==> src/sv/fnm_pkg.sv <==
package fnm_pkg;

  localparam int unsigned MEAN_BITS = 24;
  localparam int unsigned POS_BITS  = 8;
  localparam int unsigned CFG_BITS  = 9;
  localparam int unsigned SIDE_MIN  = 2;

  typedef enum logic [3:0] {
    ST_IDLE,
    ST_INIT,
    ST_GATHER,
    ST_FLUSH,
    ST_DLOAD,
    ST_DIV,
    ST_LATCH,
    ST_OUT,
    ST_COMMIT
  } state_e;

  typedef enum logic [1:0] {
    RES_A,
    RES_B,
    RES_C
  } res_e;

  typedef struct packed {
    logic       accept;
    logic       cfg_wr;
    logic       init;
    logic       gather;
    logic [1:0] slot;
    res_e       res;
    logic       div_load;
    logic       div_step;
    logic       out_load;
    logic       commit;
  } ctrl_cmd_t;

  typedef struct packed {
    logic has_a;
    logic has_b;
    logic has_c;
    logic div_last;
  } ctrl_sts_t;

endpackage

==> src/sv/fnm_ctrl.sv <==
module fnm_ctrl (
  input  logic               clk_i,
  input  logic               rst_ni,
  input  logic               in_valid_i,
  output logic               in_ready_o,
  input  logic               cfg_valid_i,
  output logic               cfg_ready_o,
  output logic               out_valid_o,
  input  logic               out_ready_i,
  input  fnm_pkg::ctrl_sts_t sts_i,
  output fnm_pkg::ctrl_cmd_t cmd_o
);
  import fnm_pkg::*;

  state_e     state_q, state_d;
  res_e       res_q, res_d;
  logic [1:0] slot_q, slot_d;

  always_ff @(posedge clk_i or negedge rst_ni) begin
    if (!rst_ni) begin
      state_q <= ST_IDLE;
      res_q   <= RES_A;
      slot_q  <= 2'd0;
    end else begin
      state_q <= state_d;
      res_q   <= res_d;
      slot_q  <= slot_d;
    end
  end

  always_comb begin
    state_d = state_q;
    res_d   = res_q;
    slot_d  = slot_q;
    case (state_q)
      ST_IDLE: begin
        if (in_valid_i && !cfg_valid_i) begin
          state_d = ST_INIT;
          if (sts_i.has_a) begin
            res_d = RES_A;
          end else if (sts_i.has_b) begin
            res_d = RES_B;
          end else if (sts_i.has_c) begin
            res_d = RES_C;
          end else begin
            state_d = ST_COMMIT;
          end
        end
      end
      ST_INIT: begin
        slot_d  = 2'd0;
        state_d = ST_GATHER;
      end
      ST_GATHER: begin
        slot_d = slot_q + 2'd1;
        if (slot_q == 2'd2) begin
          state_d = ST_FLUSH;
        end
      end
      ST_FLUSH:  state_d = ST_DLOAD;
      ST_DLOAD:  state_d = ST_DIV;
      ST_DIV: begin
        if (sts_i.div_last) begin
          state_d = ST_LATCH;
        end
      end
      ST_LATCH:  state_d = ST_OUT;
      ST_OUT: begin
        if (out_ready_i) begin
          state_d = ST_COMMIT;
          case (res_q)
            RES_A: begin
              if (sts_i.has_b) begin
                res_d   = RES_B;
                state_d = ST_INIT;
              end else if (sts_i.has_c) begin
                res_d   = RES_C;
                state_d = ST_INIT;
              end
            end
            RES_B: begin
              if (sts_i.has_c) begin
                res_d   = RES_C;
                state_d = ST_INIT;
              end
            end
            default: state_d = ST_COMMIT;
          endcase
        end
      end
      ST_COMMIT: state_d = ST_IDLE;
      default:   state_d = ST_IDLE;
    endcase
  end

  always_comb begin
    in_ready_o     = (state_q == ST_IDLE) && !cfg_valid_i;
    cfg_ready_o    = (state_q == ST_IDLE);
    out_valid_o    = (state_q == ST_OUT);
    cmd_o.accept   = (state_q == ST_IDLE) && in_valid_i && !cfg_valid_i;
    cmd_o.cfg_wr   = (state_q == ST_IDLE) && cfg_valid_i;
    cmd_o.init     = (state_q == ST_INIT);
    cmd_o.gather   = (state_q == ST_GATHER);
    cmd_o.slot     = slot_q;
    cmd_o.res      = res_q;
    cmd_o.div_load = (state_q == ST_DLOAD);
    cmd_o.div_step = (state_q == ST_DIV);
    cmd_o.out_load = (state_q == ST_LATCH);
    cmd_o.commit   = (state_q == ST_COMMIT);
  end

endmodule

==> config.mk <==
export PLATFORM = sky130hd
export DESIGN_NAME = fnm_ctrl
export DESIGN_NICKNAME = d
export VERILOG_FILES = /design/src/sv/fnm_pkg.sv /design/src/sv/fnm_ctrl.sv
export SDC_FILE = /design/constraint.sdc
export NUM_CORES = 1
export LEC_CHECK = 0
export ABC_AREA = 1
export BUFFER_PORTS_ARGS = -buffer_cell sky130_fd_sc_hd__buf_2
export CORE_MARGIN = 2
export CORE_UTILIZATION = 47
export DETAILED_ROUTE_END_ITERATION = 6
export PLACE_DENSITY_LB_ADDON = 0.12
export REMOVE_ABC_BUFFERS = 1
export SLEW_MARGIN = 10
export SYNTH_ARGS = -nofsm -noshare
export SYNTH_HDL_FRONTEND = slang
export SYNTH_SLANG_ARGS = --single-unit
==> constraint.sdc <==
create_clock -name clk_i -period 1.6 [get_ports clk_i]
set_clock_uncertainty 0.05 [all_clocks]
set_input_delay 0 -clock clk_i [delete_from_list [all_inputs] [get_ports clk_i]]
set_output_delay 0 -clock clk_i [all_outputs]
set_load 0.005 [all_outputs]
## Word-level counts from Yosys, hierarchy flattened

Index checks and enable logic that the tools add are counted.
Widths: inputs -> output; s select.

- Register bits after elaboration: 8
- Input port bits: 9
- Output and inout port bits: 15
- Word-level logic and storage cells: 48

- Add/sub/neg operators: 1
- Equality and inequality tests: 15
- Muxes and demuxes: 17
- Reduce and logical (&&, ||, !) cells: 12

Operator list:

| cell | number |
|---|---|
| $pmux 4 s8 | 1 |
| $mux 4 | 7 |
| $eq 4x3->1 const B | 4 |
| $pmux 2 s2 | 3 |
| $mux 2 | 5 |
| $eq 4x2->1 const B | 2 |
| $pmux 4 s2 | 1 |
| $reduce_and 4->1 | 2 |
| $ne 2x1->1 const B | 3 |
| $logic_and 1x1->1 | 5 |
| $eq 4x1->1 const B | 1 |
| $eq 4x4->1 const B | 1 |
| $logic_not 4->1 | 1 |
| $reduce_bool 2->1 | 2 |
| $ne 3x1->1 const B | 1 |
| $add 2x1->2 const B | 1 |
| $eq 2x1->1 const B | 1 |
| $eq 2x2->1 const B | 1 |
| $logic_not 2->1 | 1 |
| $ne 2x2->1 const B | 1 |
| $logic_not 1->1 | 1 |

## Depth between registers and ports, before layout

- Depth after elaboration: 5
- Depth in mapped cells: 8
- Mapped depth without buffers: 8

## Least setup slack after synthesis

Ideal clock, no wire load.

- Path type: register to register
- Start: reg slot_q[0]
- End: reg state_q[3]
- Setup time: 0.119 ns
- Arrival time: 1.018 ns
- Required time: 1.431 ns
- Slack: 0.413 ns
- Cell stages (with the launch flop): 7
- Buffers on the path: 0
- Period minus slack after synthesis: 1.187 ns
- Cell sequence: dfrtp_1 -> inv_1 -> ha_1 -> nand3b_1 -> nand2_1 -> nor2_2 -> and2_1

- Cells in the longest elaborated chain, start to end: 3

RTL lines:

| item | RTL line | text |
|---|---|---|
| from (decl) | fnm_ctrl.sv:17 | `logic [1:0] slot_q, slot_d;` |
| from (signal assigned) | fnm_ctrl.sv:27 | `slot_q <= slot_d;` |
| $eq 2x2->1 | fnm_ctrl.sv:56 | `if (slot_q == 2'd2) begin` |
| $ne 2x1->1 (no source line) | n/a |  |
| $reduce_and 4->1 (no source line) | n/a |  |
| to (signal assigned) | fnm_ctrl.sv:25 | `state_q <= state_d;` |
| to (decl) | fnm_ctrl.sv:15 | `state_e state_q, state_d;` |

Every way passes these cells.
A chain may end at the register's enable or synchronous reset.

==> results.toml <==
[place]
dp_slack_ns = 0.287
place_congestion = 0.829
hpwl_um = 1290
io_buffers = 23
dpl_cell_area_um2 = 807

[pwr]
p_total_mw = 1.46
peakVddDrop_uv = 1050
p_per_area_mw_per_mm2 = 1720
power.leakage_nw = 0.537

[global_routing]
grt_usage_pct = 19.0
grt_pass1_wl_um = 2530
grt_pass1_vias = 613
grt-ovfl-total = 0
antenna_found_initial = 0
grt_max_degree = 9

[yosys]
ys_ff_latch = 8
netlist.top_cell.by_area = "dfrtp_1"
async_flop_share_pct = 100
synthCells = 114
synth-edff-count = 0
ys.flop_type = "dfrtp_1"
synth.avg_cell_area_um2 = 5.90
yosysSeqAreaShare_pct = 29.7
synth_cell_types = 16
syn_area_um2 = 673
yosysWarnings = 0
synth.area.top_cells = "dfrtp_1 (30%), nand2_1 (26%), inv_1 (8.9%), nor2_1 (6.7%), nand3_1 (5.9%)"
synth.top_cell.area_share_pct = 29.7

[cts]
cts_buffers = 3
root_buffer = "clkbuf_4"
clock_latency_ns = 0.25
h-tree-depth = 1
cts_buffer_depth = 2
path_clk_slew_ns = 0.05
cts_tree = "done"
cts_setup_buffers = 0
cts_num_sinks = 8

[floorplan]
ios = 24
std_cell_rows = 13
initial_core_util_pct = 51.1
fp.dieH_um = 41.8
die_area_mm2 = 0.00175
coreArea_mm2 = 0.00132
fp.dieW_um = 41.8

[timing]
fin_ws_ns = 0.153
fin_crit_sh_pct = 90.4
fin_tns_setup_ns = 0
hold_viol = 0
worst_pin_slew_ns = 0.240
rsz0062_at_grt = "false"
setup-violations-final = 0
maxSlewViolCount = 0
max_freq_mhz = 691
holdWs_ns = 0.0775
fin_crit_ns = 1.45
worst_slew_margin_rel_pct = 84.0

[finish]
area_growth_pct = 25.5
ff_latch_area_um2 = 200
drive_gt1_share_pct = 25.5
final_cell_area_um2 = 845
nFillCells = 127
final_net_count = 153
antenna_cells = 0
multi_input_area_um2 = 414

[hold_path]
hold_class = "in2reg"

[worst_setup_path]
r2r_slack_ns = 0.22
cp_slowest_cell = "dfrtp_1"
cpPeakStageDelay_ns = 0.46
startpoint_type = "register"
crit_type = "reg2out"
critPathCaptureType = "output port"
path_cells = "nor2_4 > nand2_1 > inv_1 > nand2_1 > nor2_1 > buf_2"
arrival_ns = 1.40
crit_required_ns = 1.55
cp_common_cell = "nand2_1"
crit_path_max_fanout = 6

[drt]
vias = 796
drc = 0
totalWireLength_um = 1610
drtIter0Drc = 12
drtAntennaViolNets = 0
detailedRoute.firstPassIterationCount = 5
viasPerCell = 5.10
wire_per_inst_um = 10.3

[run_status]
status = "finished clean"

[job]
drv_cap = 0
-- cell usage in the layout, fill, tap and decap left out --
master and instances:
nand3b_1 2, nor2_4 3, nand3_1 8, a21oi_1 1, o22ai_1 1, nor2_1 12
o21ai_0 7, dlygate4sd3_1 1, clkbuf_4 3, inv_1 16, nor3_1 1, nor2_2 3
nand2_2 3, dfrtp_1 8, ha_1 1, nand2_1 46, buf_2 23, inv_2 1
and2_1 1
-- layout make-up --
class,instances,share of cell area [%]
Sequential cell,8,23.7
Clock buffer,3,2.67
Multi-Input combinational cell,89,49.0
Inverter,17,7.56
Tap cell,15,2.22
Timing Repair Buffer,24,14.8
-- cell families after synthesis --
group	count (synthesis)	share of synthesized area, %
buffers and inverters	17	9.48
adder cells (fa/ha/maj)	1	1.86
AO/OA/AOI/OAI	9	6.88
flip-flops	8	29.7
AND/OR/NAND/NOR	79	52.0
-- power by group --
group | switching, mW | leakage [nW] | internal (mW) | total, mW
clock | 0.0666 | 0.0138 | 0.0857 | 0.152
combinational | 0.566 | 0.420 | 0.341 | 0.907
sequential | 0.116 | 0.104 | 0.282 | 0.398
total | 0.748 | 0.537 | 0.709 | 1.46
-- critical path, delay by kind of cell (launching register included) --
family / cells / cell delay (ns)
buffers and inverters: 2 / 0.23
and+or+nand+nor: 4 / 0.46
DFF: 1 / 0.46
-- Yosys cell counts, types with 2 or more instances --
master,instances
nand2_2,3
nand3b_1,2
inv_1,16
dfrtp_1,8
o21ai_0,7
nand3_1,8
nor2_4,2
nor2_2,4
nor2_1,12
nand2_1,46
-- metrics by stage --
stage,utilization (%),instances
after floorplan,-,114
after global placement,61.3,152
after detailed placement,61.3,152
after CTS,63.7,156
after global routing,64.1,156
final,64.1,156
-- timing repair --
item                       CTS  global route
resized for setup            0             1
hold buffers                 1             0
setup endpoints to repair    0             1
hold endpoints to repair     8             0
-- worst paths after layout --
check                           start   endpoint  cells past startpoint
max in group asynchronous      rst_ni  slot_q[1]                      2
setup reg to reg           state_q[2]   res_q[1]                      7
min in group asynchronous      rst_ni   res_q[1]                      2
hold reg to reg             slot_q[0]  slot_q[0]                      1
hold / removal               sts_i[3]   res_q[0]                      6
setup / recovery           state_q[3]  cmd_o[11]                      6
-- sequential cells by signal, indices dropped and copies added (netlist names) --
| register | cells |
|---|---|
| res_q | 2 |
| slot_q | 2 |
| state_q | 4 |
-- routing by layer --
layer / up-vias / track usage (%) / routed length [um]
met3: 4 / 2.61 / 73
met5: - / 0 / 0
met2: 21 / 28.7 / 823
met4: 0 / 11.6 / 25
met1: 367 / 25.3 / 690
li1: 404 / - / -
Power figures use the tool's default switching activity.
